File: config.mk
export PLATFORM = sky130hd
export DESIGN_NAME = tank_volume_sensor_averager
export DESIGN_NICKNAME = d
export VERILOG_FILES = /design/src/sv/tvsa_pkg.sv /design/src/sv/tank_volume_sensor_averager.sv /design/src/sv/tvsa_datapath.sv /design/src/sv/tvsa_controller.sv
export SDC_FILE = /design/constraint.sdc
export NUM_CORES = 2
export LEC_CHECK = 0
export BUFFER_PORTS_ARGS = -buffer_cell sky130_fd_sc_hd__buf_2
export CAP_MARGIN = 20
export CORE_MARGIN = 2
export CORE_UTILIZATION = 40
export CTS_BUF_LIST = sky130_fd_sc_hd__clkbuf_4
export CTS_CLUSTER_SIZE = 10
export DETAILED_ROUTE_END_ITERATION = 10
export GPL_ROUTABILITY_DRIVEN = 0
export GPL_TIMING_DRIVEN = 0
export PLACE_DENSITY_LB_ADDON = 0.1
export SETUP_SLACK_MARGIN = 0.4
export SYNTH_ARGS = -nofsm -noshare
export SYNTH_HDL_FRONTEND = slang
export SYNTH_SLANG_ARGS = --single-unit
export TNS_END_PERCENT = 5
File: constraint.sdc
create_clock -name clk -period 12.2 [get_ports clk]
set_input_delay 1.83 -clock clk [delete_from_list [all_inputs] [get_ports clk]]
set_output_delay 1.83 -clock clk [all_outputs]
set_load 0.02 [all_outputs]
File: src/sv/tvsa_pkg.sv
// Package for the tank volume sensor averager: payload and control types,
// conversion constants, the state encoding and the averaging reciprocal table.
// No dependencies.
package tvsa_pkg;

  // Averaging ring
  localparam int AVG_DEPTH = 16;
  localparam int HEAD_W    = $clog2(AVG_DEPTH);
  localparam int LEN_W     = 5;
  localparam logic [LEN_W-1:0] AVG_LEN_MAX = LEN_W'(AVG_DEPTH);

  // Configuration port
  localparam int CFG_INDEX_W = 2;
  localparam int CFG_DATA_W  = 16;
  localparam logic [CFG_INDEX_W-1:0] REG_SAMPLE_INTERVAL = 2'd0;
  localparam logic [CFG_INDEX_W-1:0] REG_AVERAGE_LENGTH  = 2'd1;
  localparam logic [15:0]      SAMPLE_INTERVAL_RESET = 16'd50;
  localparam logic [LEN_W-1:0] AVERAGE_LENGTH_RESET  = 5'd0;

  // Volume conversion constants
  localparam logic signed [12:0] MV_LOW     = 13'sd428;
  localparam logic [15:0]        PA_FULL    = 16'd35000;
  localparam logic [10:0]        PA_SPAN    = 11'd1620;
  // floor((2^37 - 1) / 1620)
  localparam logic [26:0]        PA_RECIP   = 27'd84838860;
  localparam int                 PA_SHIFT   = 37;
  localparam int                 AVG_SHIFT  = 25;
  localparam logic [15:0]        VOL_SCALE  = 16'd42514;
  localparam logic [31:0]        VOL_ROUND  = 32'd32768;
  localparam logic signed [16:0] VOL_OFFSET = 17'sd810;
  // A shrunk window divides a total of up to sixteen entries by one
  localparam logic [19:0]        QUOT_MAX   = 20'd568192;
  localparam logic signed [21:0] TOTAL_LIMIT = 22'sd568192;

  typedef struct packed {
    logic signed [15:0] adc_first;
    logic               present_first;
    logic signed [15:0] adc_second;
    logic               present_second;
  } tick_t;

  typedef struct packed {
    logic signed [16:0] volume_value;
    logic               rising;
  } result_t;

  typedef enum logic [4:0] {
    ST_IDLE,
    ST_CHECK,
    ST_MV,
    ST_PA_MUL,
    ST_CV_Q0,
    ST_CV_QD,
    ST_CV_FIX,
    ST_VOL_MUL,
    ST_VOL_RND,
    ST_AVG,
    ST_AV_LOAD,
    ST_AV_Q0,
    ST_AV_QD,
    ST_AV_FIX,
    ST_COMMIT,
    ST_DECIDE,
    ST_EMIT
  } state_t;

  typedef struct packed {
    logic load_in;
    logic start_sample;
    logic sel_second;
    logic mv;
    logic pa_mul;
    logic div_load_avg;
    logic div_q0;
    logic div_qd;
    logic div_fix;
    logic vol_mul;
    logic vol_rnd;
    logic ring_update;
    logic commit;
    logic commit_avg;
    logic emit;
  } cmd_t;

  typedef struct packed {
    logic due;
    logic avg_off;
    logic cur_eq_prev;
    logic out_free;
  } status_t;

  // floor((2^25 - 1) / len) for window lengths 1 to 16
  function automatic logic [26:0] avg_recip(input logic [LEN_W-1:0] len);
    logic [26:0] r;
    unique case (len)
      5'd1:    r = 27'd33554431;
      5'd2:    r = 27'd16777215;
      5'd3:    r = 27'd11184810;
      5'd4:    r = 27'd8388607;
      5'd5:    r = 27'd6710886;
      5'd6:    r = 27'd5592405;
      5'd7:    r = 27'd4793490;
      5'd8:    r = 27'd4194303;
      5'd9:    r = 27'd3728270;
      5'd10:   r = 27'd3355443;
      5'd11:   r = 27'd3050402;
      5'd12:   r = 27'd2796202;
      5'd13:   r = 27'd2581110;
      5'd14:   r = 27'd2396745;
      5'd15:   r = 27'd2236962;
      5'd16:   r = 27'd2097151;
      default: r = 27'd0;
    endcase
    return r;
  endfunction

endpackage

File: src/sv/tank_volume_sensor_averager.sv
// Top level of the tank volume sensor averager.
// Joins tvsa_controller and tvsa_datapath; types from tvsa_pkg.
//
// Usage:
//   tick channel (tick_valid/tick_stall/tick_data): one request per timer
//   tick with two ADC codes and their device-present flags. A request is
//   taken at an edge with tick_valid high and tick_stall low.
//   result channel (result_valid/result_stall/result_data): zero or one
//   request per tick carrying volume_value and rising.
//   cfg channel (cfg_valid/cfg_ready/cfg_index/cfg_data): register 0 is
//   sample_interval, register 1 is average_length; cfg_ready is always high.
//   Write only while the block is idle.
// Timing: the controller handles one tick at a time. A tick that does not
//   reach the sample interval is checked and dropped. A sample runs one
//   conversion pass, plus the window average with averaging on; a changed
//   sample adds a second conversion pass, after which the result is registered.
//   Each pass runs through one shared reciprocal-multiply divider, used
//   for the pressure scaling and again for the window average.
// Reset (rst, synchronous): clears the counter, history, ring and total,
//   and restores the register defaults.
// A stalled result is held in the output register; the next tick is still
//   taken, and only a further result waits for the register to free.
module tank_volume_sensor_averager (
  input  logic                              clk,
  input  logic                              rst,
  input  logic                              tick_valid,
  output logic                              tick_stall,
  input  tvsa_pkg::tick_t                   tick_data,
  output logic                              result_valid,
  input  logic                              result_stall,
  output tvsa_pkg::result_t                 result_data,
  input  logic                              cfg_valid,
  output logic                              cfg_ready,
  input  logic [tvsa_pkg::CFG_INDEX_W-1:0]  cfg_index,
  input  logic [tvsa_pkg::CFG_DATA_W-1:0]   cfg_data
);
  import tvsa_pkg::*;

  cmd_t    cmd;
  status_t status;

  tvsa_controller u_controller (
    .clk        (clk),
    .rst        (rst),
    .tick_valid (tick_valid),
    .tick_stall (tick_stall),
    .status     (status),
    .cmd        (cmd)
  );

  tvsa_datapath u_datapath (
    .clk          (clk),
    .rst          (rst),
    .tick_data    (tick_data),
    .cmd          (cmd),
    .status       (status),
    .cfg_valid    (cfg_valid),
    .cfg_ready    (cfg_ready),
    .cfg_index    (cfg_index),
    .cfg_data     (cfg_data),
    .result_valid (result_valid),
    .result_stall (result_stall),
    .result_data  (result_data)
  );

endmodule

File: src/sv/tvsa_datapath.sv
// Datapath of the tank volume sensor averager: configuration registers, tick
// counter, volume conversion, reciprocal divider, averaging ring and result register.
// Depends on tvsa_pkg; driven by tvsa_controller through cmd_t.
module tvsa_datapath (
  input  logic                              clk,
  input  logic                              rst,
  input  tvsa_pkg::tick_t                   tick_data,
  input  tvsa_pkg::cmd_t                    cmd,
  output tvsa_pkg::status_t                 status,
  input  logic                              cfg_valid,
  output logic                              cfg_ready,
  input  logic [tvsa_pkg::CFG_INDEX_W-1:0]  cfg_index,
  input  logic [tvsa_pkg::CFG_DATA_W-1:0]   cfg_data,
  output logic                              result_valid,
  input  logic                              result_stall,
  output tvsa_pkg::result_t                 result_data
);
  import tvsa_pkg::*;

  logic [15:0]        sample_interval;
  logic [LEN_W-1:0]   average_length;
  tick_t              held;
  logic [15:0]        tick_count;
  // Sample history keeps the full average, which a shrunk window can push
  // past the 17-bit result field
  logic signed [21:0] previous_value;
  logic signed [21:0] current_value;
  logic signed [12:0] mv_diff;
  logic [26:0]        div_mag;
  logic               div_neg;
  logic               div_avg;
  logic [10:0]        div_d;
  logic [26:0]        div_recip;
  logic [19:0]        div_q0;
  logic [26:0]        div_qd;
  logic [19:0]        div_quot;
  logic [31:0]        vol_prod;
  logic               vol_neg;
  logic signed [16:0] volume;
  logic signed [16:0] average_ring [AVG_DEPTH];
  logic [HEAD_W-1:0]  ring_head;
  logic signed [21:0] running_total;
  logic               result_valid_r;
  result_t            result_r;

  logic signed [15:0] code;
  logic               present;
  logic signed [16:0] code_adj;
  logic signed [12:0] mv;
  logic [12:0]        diff_abs;
  logic [27:0]        pa_prod;
  logic [21:0]        total_abs;
  logic [LEN_W-1:0]   len_eff;
  logic [53:0]        q0_prod;
  logic [19:0]        q0_next;
  logic [30:0]        qd_prod;
  logic [26:0]        div_rem;
  logic [19:0]        quot_next;
  logic signed [21:0] div_signed;
  logic [31:0]        vol_prod_next;
  logic [31:0]        vol_round;
  logic [15:0]        vol_mag;
  logic signed [16:0] vol_signed;
  logic signed [16:0] volume_next;
  logic signed [16:0] ring_old;
  logic signed [21:0] total_next;
  logic [LEN_W-1:0]   head_inc;
  logic [HEAD_W-1:0]  head_next;

  assign cfg_ready = 1'b1;

  // Pick the reading for this pass and truncate code / 16 toward zero
  assign code     = cmd.sel_second ? held.adc_second : held.adc_first;
  assign present  = cmd.sel_second ? held.present_second : held.present_first;
  assign code_adj = {code[15], code} + {13'd0, {4{code[15]}}};
  assign mv       = code_adj[16:4];

  // Pressure numerator as sign and magnitude
  assign diff_abs = mv_diff[12] ? 13'(-mv_diff) : 13'(mv_diff);
  assign pa_prod  = {16'd0, diff_abs[11:0]} * {12'd0, PA_FULL};

  assign total_abs = running_total[21] ? 22'(-running_total) : 22'(running_total);
  assign len_eff   = (average_length > AVG_LEN_MAX) ? AVG_LEN_MAX : average_length;

  // Reciprocal divide: estimate, back-multiply, correct by one
  assign q0_prod   = {27'd0, div_mag} * {27'd0, div_recip};
  assign q0_next   = div_avg ? q0_prod[AVG_SHIFT+19:AVG_SHIFT]
                             : {3'd0, q0_prod[53:PA_SHIFT]};
  assign qd_prod   = {11'd0, div_q0} * {20'd0, div_d};
  assign div_rem   = div_mag - div_qd;
  assign quot_next = (div_rem >= {16'd0, div_d}) ? div_q0 + 20'd1 : div_q0;
  assign div_signed = div_neg ? -$signed({2'b0, div_quot}) : $signed({2'b0, div_quot});

  // Scale to volume, round halves away from zero, remove offset
  assign vol_prod_next = {12'd0, div_quot} * {16'd0, VOL_SCALE};
  assign vol_round     = vol_prod + VOL_ROUND;
  assign vol_mag       = vol_round[31:16];
  assign vol_signed    = vol_neg ? -$signed({1'b0, vol_mag}) : $signed({1'b0, vol_mag});
  assign volume_next   = present ? vol_signed - VOL_OFFSET : 17'sd0;

  // Ring update terms
  assign ring_old   = average_ring[ring_head];
  assign total_next = running_total + {{5{volume[16]}}, volume}
                                    - {{5{ring_old[16]}}, ring_old};
  assign head_inc   = {1'b0, ring_head} + LEN_W'(1);
  assign head_next  = (head_inc >= len_eff) ? '0 : head_inc[HEAD_W-1:0];

  // Configuration registers
  always_ff @(posedge clk) begin
    if (rst) begin
      sample_interval <= SAMPLE_INTERVAL_RESET;
      average_length  <= AVERAGE_LENGTH_RESET;
    end else if (cfg_valid && cfg_ready) begin
      if (cfg_index == REG_SAMPLE_INTERVAL) begin
        sample_interval <= cfg_data[15:0];
      end else if (cfg_index == REG_AVERAGE_LENGTH) begin
        average_length <= cfg_data[LEN_W-1:0];
      end
    end
  end

  // Tick counter and sample history
  always_ff @(posedge clk) begin
    if (rst) begin
      tick_count     <= '0;
      previous_value <= '0;
      current_value  <= '0;
    end else begin
      if (cmd.load_in) begin
        tick_count <= tick_count + 16'd1;
      end else if (cmd.start_sample) begin
        tick_count     <= '0;
        previous_value <= current_value;
      end
      if (cmd.commit) begin
        current_value <= cmd.commit_avg ? div_signed : {{5{volume[16]}}, volume};
      end
    end
  end

  // Averaging ring and running total
  always_ff @(posedge clk) begin
    if (rst) begin
      for (int i = 0; i < AVG_DEPTH; i++) begin
        average_ring[i] <= '0;
      end
      ring_head     <= '0;
      running_total <= '0;
    end else if (cmd.ring_update) begin
      average_ring[ring_head] <= volume;
      ring_head               <= head_next;
      running_total           <= total_next;
    end
  end

  // Working registers of the conversion and divide steps
  always_ff @(posedge clk) begin
    if (cmd.load_in) begin
      held <= tick_data;
    end
    if (cmd.mv) begin
      mv_diff <= mv - MV_LOW;
    end
    if (cmd.pa_mul) begin
      div_mag   <= pa_prod[26:0];
      div_neg   <= mv_diff[12];
      div_avg   <= 1'b0;
      div_d     <= PA_SPAN;
      div_recip <= PA_RECIP;
    end else if (cmd.div_load_avg) begin
      div_mag   <= {5'd0, total_abs};
      div_neg   <= running_total[21];
      div_avg   <= 1'b1;
      div_d     <= {6'd0, len_eff};
      div_recip <= avg_recip(len_eff);
    end
    if (cmd.div_q0) begin
      div_q0 <= q0_next;
    end
    if (cmd.div_qd) begin
      div_qd <= qd_prod[26:0];
    end
    if (cmd.div_fix) begin
      div_quot <= quot_next;
    end
    if (cmd.vol_mul) begin
      vol_prod <= vol_prod_next;
      vol_neg  <= div_neg;
    end
    if (cmd.vol_rnd) begin
      volume <= volume_next;
    end
  end

  // Result register: hold until taken, load on emit
  always_ff @(posedge clk) begin
    if (rst) begin
      result_valid_r <= 1'b0;
    end else if (cmd.emit) begin
      result_valid_r <= 1'b1;
    end else if (!result_stall) begin
      result_valid_r <= 1'b0;
    end
  end

  always_ff @(posedge clk) begin
    if (cmd.emit) begin
      result_r.volume_value <= current_value[16:0];
      result_r.rising       <= current_value > previous_value;
    end
  end

  assign result_valid = result_valid_r;
  assign result_data  = result_r;

  assign status.due         = tick_count >= sample_interval;
  assign status.avg_off     = len_eff == '0;
  assign status.cur_eq_prev = current_value == previous_value;
  assign status.out_free    = !result_valid_r || !result_stall;

  // The reciprocal estimate is never more than one below the true quotient
  a_div_rem_bound: assert property (@(posedge clk) disable iff (rst)
    cmd.div_fix |-> (div_rem < {15'd0, div_d, 1'b0}))
    else $error("divider remainder out of correction range");

  a_quot_bound: assert property (@(posedge clk) disable iff (rst)
    cmd.div_fix |=> (div_quot <= QUOT_MAX))
    else $error("divider quotient beyond conversion range");

  a_total_bound: assert property (@(posedge clk) disable iff (rst)
    cmd.ring_update |=> ((running_total <= TOTAL_LIMIT) && (running_total >= -TOTAL_LIMIT)))
    else $error("running total outside the sum of ring entries");

endmodule

File: src/sv/tvsa_controller.sv
// Controller of the tank volume sensor averager: sequences the tick check,
// the first and any second conversion pass, averaging and result delivery.
// Depends on tvsa_pkg; commands tvsa_datapath through cmd_t.
module tvsa_controller (
  input  logic              clk,
  input  logic              rst,
  input  logic              tick_valid,
  output logic              tick_stall,
  input  tvsa_pkg::status_t status,
  output tvsa_pkg::cmd_t    cmd
);
  import tvsa_pkg::*;

  state_t state;
  state_t state_next;
  logic   second;
  logic   second_next;

  always_ff @(posedge clk) begin
    if (rst) begin
      state  <= ST_IDLE;
      second <= 1'b0;
    end else begin
      state  <= state_next;
      second <= second_next;
    end
  end

  // Next state
  always_comb begin
    state_next  = state;
    second_next = second;
    unique case (state)
      ST_IDLE: begin
        if (tick_valid) begin
          state_next = ST_CHECK;
        end
      end
      ST_CHECK: begin
        if (status.due) begin
          state_next  = ST_MV;
          second_next = 1'b0;
        end else begin
          state_next = ST_IDLE;
        end
      end
      ST_MV:      state_next = ST_PA_MUL;
      ST_PA_MUL:  state_next = ST_CV_Q0;
      ST_CV_Q0:   state_next = ST_CV_QD;
      ST_CV_QD:   state_next = ST_CV_FIX;
      ST_CV_FIX:  state_next = ST_VOL_MUL;
      ST_VOL_MUL: state_next = ST_VOL_RND;
      ST_VOL_RND: state_next = ST_AVG;
      ST_AVG: begin
        state_next = status.avg_off ? ST_DECIDE : ST_AV_LOAD;
      end
      ST_AV_LOAD: state_next = ST_AV_Q0;
      ST_AV_Q0:   state_next = ST_AV_QD;
      ST_AV_QD:   state_next = ST_AV_FIX;
      ST_AV_FIX:  state_next = ST_COMMIT;
      ST_COMMIT:  state_next = ST_DECIDE;
      ST_DECIDE: begin
        if (second) begin
          state_next = ST_EMIT;
        end else if (status.cur_eq_prev) begin
          state_next = ST_IDLE;
        end else begin
          state_next  = ST_MV;
          second_next = 1'b1;
        end
      end
      ST_EMIT: begin
        if (status.out_free) begin
          state_next = ST_IDLE;
        end
      end
      default: state_next = ST_IDLE;
    endcase
  end

  // Outputs
  always_comb begin
    cmd            = '0;
    cmd.sel_second = second;
    tick_stall     = 1'b1;
    unique case (state)
      ST_IDLE: begin
        tick_stall  = 1'b0;
        cmd.load_in = tick_valid;
      end
      ST_CHECK:   cmd.start_sample = status.due;
      ST_MV:      cmd.mv = 1'b1;
      ST_PA_MUL:  cmd.pa_mul = 1'b1;
      ST_CV_Q0:   cmd.div_q0 = 1'b1;
      ST_CV_QD:   cmd.div_qd = 1'b1;
      ST_CV_FIX:  cmd.div_fix = 1'b1;
      ST_VOL_MUL: cmd.vol_mul = 1'b1;
      ST_VOL_RND: cmd.vol_rnd = 1'b1;
      ST_AVG: begin
        cmd.commit      = status.avg_off;
        cmd.ring_update = !status.avg_off;
      end
      ST_AV_LOAD: cmd.div_load_avg = 1'b1;
      ST_AV_Q0:   cmd.div_q0 = 1'b1;
      ST_AV_QD:   cmd.div_qd = 1'b1;
      ST_AV_FIX:  cmd.div_fix = 1'b1;
      ST_COMMIT: begin
        cmd.commit     = 1'b1;
        cmd.commit_avg = 1'b1;
      end
      ST_DECIDE:  cmd = cmd;
      ST_EMIT:    cmd.emit = status.out_free;
      default:    cmd = cmd;
    endcase
  end

  a_emit_free: assert property (@(posedge clk) disable iff (rst)
    cmd.emit |-> status.out_free)
    else $error("result loaded while the output register is occupied");

  a_check_after_accept: assert property (@(posedge clk) disable iff (rst)
    (state == ST_CHECK) |-> ($past(state) == ST_IDLE))
    else $error("tick check entered without an accepted request");

  a_second_pass: assert property (@(posedge clk) disable iff (rst)
    (state == ST_EMIT) |-> second)
    else $error("result emitted before the second conversion");

endmodule

# After elaboration in Yosys (flattened, before gate mapping)
# Memory sizes are Yosys's and may differ from the RTL's. A register that Yosys moved wholly into a read port is not among the register bits.
# Cells that the tools add are included.
[word_totals] reg_bits=359 ram_bits=272 mem_bits_ro=800 input_bits=57 output_inout_bits=21 wordCells=153 memories=2
[op_classes] addsub=14 n_mul=4 n_lt_le_gt_ge=5 n_eq_ne=22 n_mux=55 bitwise=2 reduce_logical=19
[memory_table] name="(name not given)" depth=32 word_bits=25 read_ports=1 rd_clocked_by_memory_dff=1 wr=0 line_no="tvsa_pkg.sv:95" text="unique case (len)"
[memory_table] name="u_datapath.average_ring" depth=16 word_bits=17 read_ports=1 rd_clocked_by_memory_dff=1 wr=16 line_no="tvsa_datapath.sv:40" text="logic signed [16:0] average_ring [AVG_DEPTH];"
[op_table] op="one-hot mux 5 bit (17 select lines)" count=1
[op_table] op="two-way mux 22 bit" count=3
[op_table] op="multiplier 27 x 27 -> 54 bit" count=1
[op_table] op="two-way mux 27 bit" count=2
[op_table] op="two-way mux 17 bit" count=3
[op_table] op="two-way mux 16 bit" count=3
[op_table] op="equality test 5 x 4 -> 1 bit, second input constant" count=8
[op_table] op="adder 32 x 16 -> 32 bit, second input constant" count=1
[op_table] op="multiplier 20 x 15 -> 31 bit, second input constant" count=1
[op_table] op="two-way mux 1 bit" count=28
[op_table] op="greater-or-equal comparator 27 x 11 -> 1 bit" count=1
[op_table] op="multiplier 20 x 11 -> 27 bit" count=1
[op_table] op="subtractor 27 bit" count=1
[op_table] op="multiplier 12 x 13 -> 24 bit, second input constant" count=1
[op_table] op="adder 22 bit" count=1
[op_table] op="equality test 22 bit" count=1
[op_table] op="greater-than comparator 22 bit" count=1
[op_table] op="negator 20 -> 22 bit" count=1
[op_table] op="negator 22 bit" count=1
[op_table] op="subtractor 22 bit" count=1
[op_table] op="adder 20 x 1 -> 20 bit, second input constant" count=1
[op_table] op="equality test 5 x 3 -> 1 bit, second input constant" count=4
[op_table] op="two-way mux 20 bit" count=1
[op_table] op="two-way mux 5 bit" count=4
[op_table] op="other kinds (31)" count=50

# Depth between registers and ports, before layout
[depth] ltp_word=10 ltp_mapped=30 mapped_depth_nobuf=27

# Cells and area by module
# From an unflattened synthesis, not the netlist that was laid out.
[hier_totals] cells_unflattened=6700 hier_area_um2=65806.9
[modules_own_cells] mod="tvsa_datapath" instances=1 cells_per_inst=6632 area_each_um2=65282.6 seq_area_each_um2=16816.1
[modules_own_cells] mod="tvsa_controller" instances=1 cells_per_inst=68 area_each_um2=524.3 seq_area_each_um2=120.1

# Least setup slack after synthesis
# Ideal clock, no wire load.
[synth_timing] path_kind="register to register" start="register u_datapath.div_recip[12]" end="register u_datapath.div_q0[2] (data pin)" setup_time_ns=0.260 arrival_time_ns=7.264 required_ns=11.940 setup_slack_ns=4.676 stages_incl_launch_ff=27 path_buffers=2 period_less_slack_ns=7.524 cell_sequence="dfxtp_1 > clkbuf_1 > clkbuf_1 > nand2_1 > fa_1 > fa_1 > inv_1 > fa_1 > inv_1 > fa_1 > inv_1 > fa_1 > fa_1 > inv_1 > fa_1 > inv_1 > ha_1 > and3_1 > a221oi_1 > o2111a_1 > o21ai_0 > o21ai_0 > a21boi_0 > or4b_2 > a31oi_1 > xnor2_1 > mux2_2"
[synth_between] elab_chain_cells=2
[synth_rtl] element="from (decl)" line_no="tvsa_datapath.sv:33" text="logic [26:0] div_recip;"
[synth_rtl] element="multiplier 27 x 27 -> 54 bit" line_no="tvsa_datapath.sv:86" text="assign q0_prod = {27'd0, div_mag} * {27'd0, div_recip};"
[synth_rtl] element="two-way mux 17 bit" line_no="tvsa_datapath.sv:87" text="assign q0_next = div_avg ? q0_prod[AVG_SHIFT+19:AVG_SHIFT]"
[synth_rtl] element="net u_datapath.q0_next[2]" line_no="tvsa_datapath.sv:55" text="logic [19:0] q0_next;"
[synth_rtl] element="to (signal assigned)" line_no="tvsa_datapath.sv:178" text="div_q0 <= q0_next;"
[synth_rtl] element="to (decl)" line_no="tvsa_datapath.sv:34" text="logic [19:0] div_q0;"
# The timed path passes the listed nets, and every way through them passes these cells.
# A chain may end at the register's enable or synchronous reset.

# Worst setup path in the final report
[layout_timing] start="register u_datapath.div_recip[14]" end="register u_datapath.div_q0[2] (data pin)"
# The elaborated chain is that of the path after synthesis.

==> metrics.md <==
| Metric | Value |
|---|---|
| Outcome | `complete, no violations` |
| First-pass GRT wire length | `321000 um` |
| Vias per std cell | `5.25` |
| Share of the synthesized area in the top cell type | `0.247` |
| Final wirelength | `213000 um` |
| Worst Hold End | `u_datapath.running_total[4]` |
| Final setup vio count | `0` |
| Hold Slack | `0.454 ns` |
| Worst hold path stage count | `2` |
| Worst Path Required | `13.03 ns` |
| RR Startpoint | `u_datapath.div_recip[14]` |
| CTS Sinks | `614` |
| Ys Warns | `0` |
| #FFs+latches synth | `614` |
| Worst Skew | `0.111 ns` |
| Final setup TNS | `0 ns` |
| Post-Syn Area | `65500 um^2` |
| Flop2flop setup slack | `2.00 ns` |
| Port-buffer cells | `76` |
| Max-slew violations | `0` |
| Crit path launch | `u_datapath.div_recip[14]` |
| TritonCTS clock tree | `built` |
| Root Buffer | `clkbuf_4` |
| Worst hold-check path type | `reg -> reg` |
| Maxcap violations | `0` |
| Max VDD drop | `0.0920 mV` |
| Hold Startpoint | `u_datapath.running_total[4]` |
| Post-CTS setup repair buffer count | `0` |
| # rows | `148` |
| Final Core Density | `0.437` |
| Reg2Reg Depth | `26` |
| Gr usage total | `0.258` |
| Synth Flop Type | `edfxtp_1` |
| Setup CP Type | `reg -> reg` |
| CTS HTree Levels | `4` |
| TritonCTS buffer count | `157` |
| Yosys cell types | `80` |
| Tmin final | `10.20 ns` |
| Maximum clock rate | `98.1 MHz` |
| Final #Nets | `8376` |
| Starting Density | `0.403` |
| Clock Latency Late Sink | `1.17 ns` |
| Clk buf depth | `3` |
| Die Y | `409 um` |
| Worst Tran Pin Value | `1.26 ns` |
| RSZ-0062 raised after global routing | `no` |
| Die width | `409 um` |
| Num ports | `78` |
| WL/cell | `23.2 um` |
| Seq/Total Area, Yosys | `0.259` |
| Place WS | `2.14 ns` |
| Residual DRC | `0` |
| Critical Path Source Type | `register` |
| Post-Synthesis Net Count | `8115` |
| Post-cts sizing count | `0` |
| Final HPWL DP | `170000 um` |
| Post-synth top cells | `inv_1 (1328), fa_1 (807), ha_1 (622), nand2_1 (567), edfxtp_1 (464)` |
| CTS clk-pin slew, worst paths | `0.07 ns` |
| Vias in the first global route | `50300` |
| Worst setup EP type | `register` |
| Cts hold-fix bufs | `0` |
| Lkg Pwr | `0.0330 uW` |
| P&R area growth vs syn | `8.51%` |
| Core ar. | `163000 um^2` |
| Syn Inst Count | `6629` |
| Grt ovf | `0` |
| EDFF count, synth | `464` |
| Initial DRC count | `3534` |
| Fraction of registers with async set/reset | `0` |
| Top cells by area, synth | `fa_1 (25%), edfxtp_1 (21%), ha_1 (12%)` |
| Max_slew headroom | `0.162` |
| Inst Count DP | `8904` |
| Initial antenna violation count | `8` |
| Final Non-Filler Cells | `9199` |
| Die area | `167000 um^2` |
| Pin count of the biggest net entering global routing | `36` |
| Top-count cell post-synth | `inv_1` |
| Syn Area/Cell | `9.88 um^2` |
| Share of layout cells above drive strength 1 | `0.0695` |
| Worst reg2reg path endpoint | `u_datapath.div_q0[2]` |
| Arrival time worst endpoint | `11.03 ns` |
| Post-route clock period utilization | `0.836` |
| Area leader, netlist | `fa_1` |
| DRT Pass-1 Iters | `5` |
| Hold Vio Cnt, Final | `0` |
| Pwr dens | `72.8 nW/um^2` |
| Final worst slack | `2.00 ns` |
| Via Count | `48300` |
| Crit Path Max Fanout | `10` |
| Final ANT Viol Nets | `0` |
final cells by class:
| type | count | area (um^2) |
|---|---|---|
| well taps | 2175 | 2720 |
| inverters | 1331 | 5000 |
| fillers | 16200 | 91500 |
| plain buffers | 331 | 1260 |
| clock buffers | 229 | 1720 |
| repair buffers | 102 | 701 |
| flip-flops and latches | 614 | 16900 |
| clock inverters | 58 | 329 |
| diodes | 6 | 15.0 |
| multi-input cells | 4353 | 42400 |
cell usage in the layout, fill, tap and decap left out, types with 11 or more instances in the layout:
cell type | synthesis | final
a211o_1 | 11 | 11
a211oi_1 | 48 | 48
a21boi_0 | 11 | 11
a21o_1 | 60 | 60
a21oi_1 | 207 | 206
a31oi_1 | 26 | 26
and2_1 | 404 | 404
and3_1 | 96 | 96
buf_1 | 32 | 32
buf_2 | 0 | 76
buf_8 | 0 | 12
clkbuf_1 | 296 | 294
clkbuf_4 | 0 | 229
clkinv_1 | 3 | 42
dfxtp_1 | 150 | 150
edfxtp_1 | 464 | 464
fa_1 | 807 | 807
ha_1 | 622 | 622
inv_1 | 1328 | 1328
mux2i_1 | 40 | 39
mux4_2 | 85 | 85
nand2_1 | 567 | 567
nand2b_1 | 35 | 35
nand3_1 | 64 | 64
nand4_1 | 32 | 32
nor2_1 | 248 | 246
nor2b_1 | 31 | 31
nor3_1 | 197 | 194
nor4_1 | 75 | 73
o21a_1 | 39 | 39
o21ai_0 | 140 | 140
o22ai_1 | 20 | 20
o31ai_1 | 32 | 32
or3_1 | 35 | 35
xnor2_1 | 158 | 158
xor2_1 | 89 | 89
state kept, by name (all words and copies together), names as in the netlist, 22 cells and up, named ones only:
name and flops:
u_datapath.average_ring 272, u_datapath.current_value 22, u_datapath.div_mag 27, u_datapath.div_qd 27, u_datapath.div_recip 22, u_datapath.held 34, u_datapath.previous_value 22, u_datapath.running_total 22
worst max-delay path: stages, from the launching register on:
cell and delay [ns]:
dfxtp_1 0.31, clkbuf_1 0.89, clkbuf_1 0.74, nand2_1 0.15, fa_1 0.51, fa_1 0.55
inv_1 0.05, fa_1 0.49, inv_1 0.05, fa_1 0.55, inv_1 0.06, fa_1 0.46
fa_1 0.49, inv_1 0.05, fa_1 0.48, inv_1 0.04, ha_1 0.29, and3_1 0.19
a221oi_1 0.49, o2111a_1 0.56, o21ai_0 0.16, o21ai_0 0.57, a21boi_0 0.29, or4b_2 0.67
a31oi_1 0.22, xnor2_1 0.19, mux2_2 0.35
metrics by stage:
step / area, um^2 / power, uW
2_1_floorplan: 65500 / 3060
3_3_place_gp: 68600 / 3360
3_5_place_dp: 69000 / 3370
4_1_cts: 71000 / 5220
5_1_grt: 71000 / 5460
6_report: 71000 / 5170
worst max path at each step:
| stage | end | slack, ns | cells past startpoint |
|---|---|---|---|
| 6_report | u_datapath.div_q0[2] | 2.00 | 26 |
| 5_1_grt | u_datapath.div_q0[2] | 1.82 | 26 |
| 4_1_cts | u_datapath.div_q0[2] | 2.05 | 26 |
| 3_5_place_dp | u_datapath.div_q0[2] | 2.14 | 26 |
| 3_3_place_gp | u_datapath.div_q0[16] | 0.36 | 25 |
| 2_1_floorplan | u_datapath.div_q0[2] | 4.68 | 26 |
power by group:
part           leakage [uW]  total, uW  switching, uW  internal (uW)
logic                0.0259        987            597            390
registers           0.00582       2340           24.6           2320
clock network       0.00121       1840            928            917
total                0.0330       5170           1550           3620
layer usage:
layer / vias to the layer above / part of all wire / GRT usage / wire [um]
met4: 4 / 0.040 / 0.0942 / 8580
met5: - / 0.00014 / 0 / 29
met1: 24200 / 0.42 / 0.340 / 90400
met2: 1611 / 0.47 / 0.425 / 100000
met3: 356 / 0.065 / 0.0440 / 13900
li1: 22100 / - / - / -
logic make-up after synthesis:
logic type,after synthesis,share of synthesized area
XOR/XNOR,247,0.0330
buffers and inverters,1662,0.0956
other,1,0.0000573
multiplexers,136,0.0372
flip-flops,614,0.259
AND/OR/NAND/NOR,1837,0.141
adder cells (fa/ha/maj),1429,0.366
AO/OA/AOI/OAI,703,0.0691
Power figures use the tool's default switching activity.
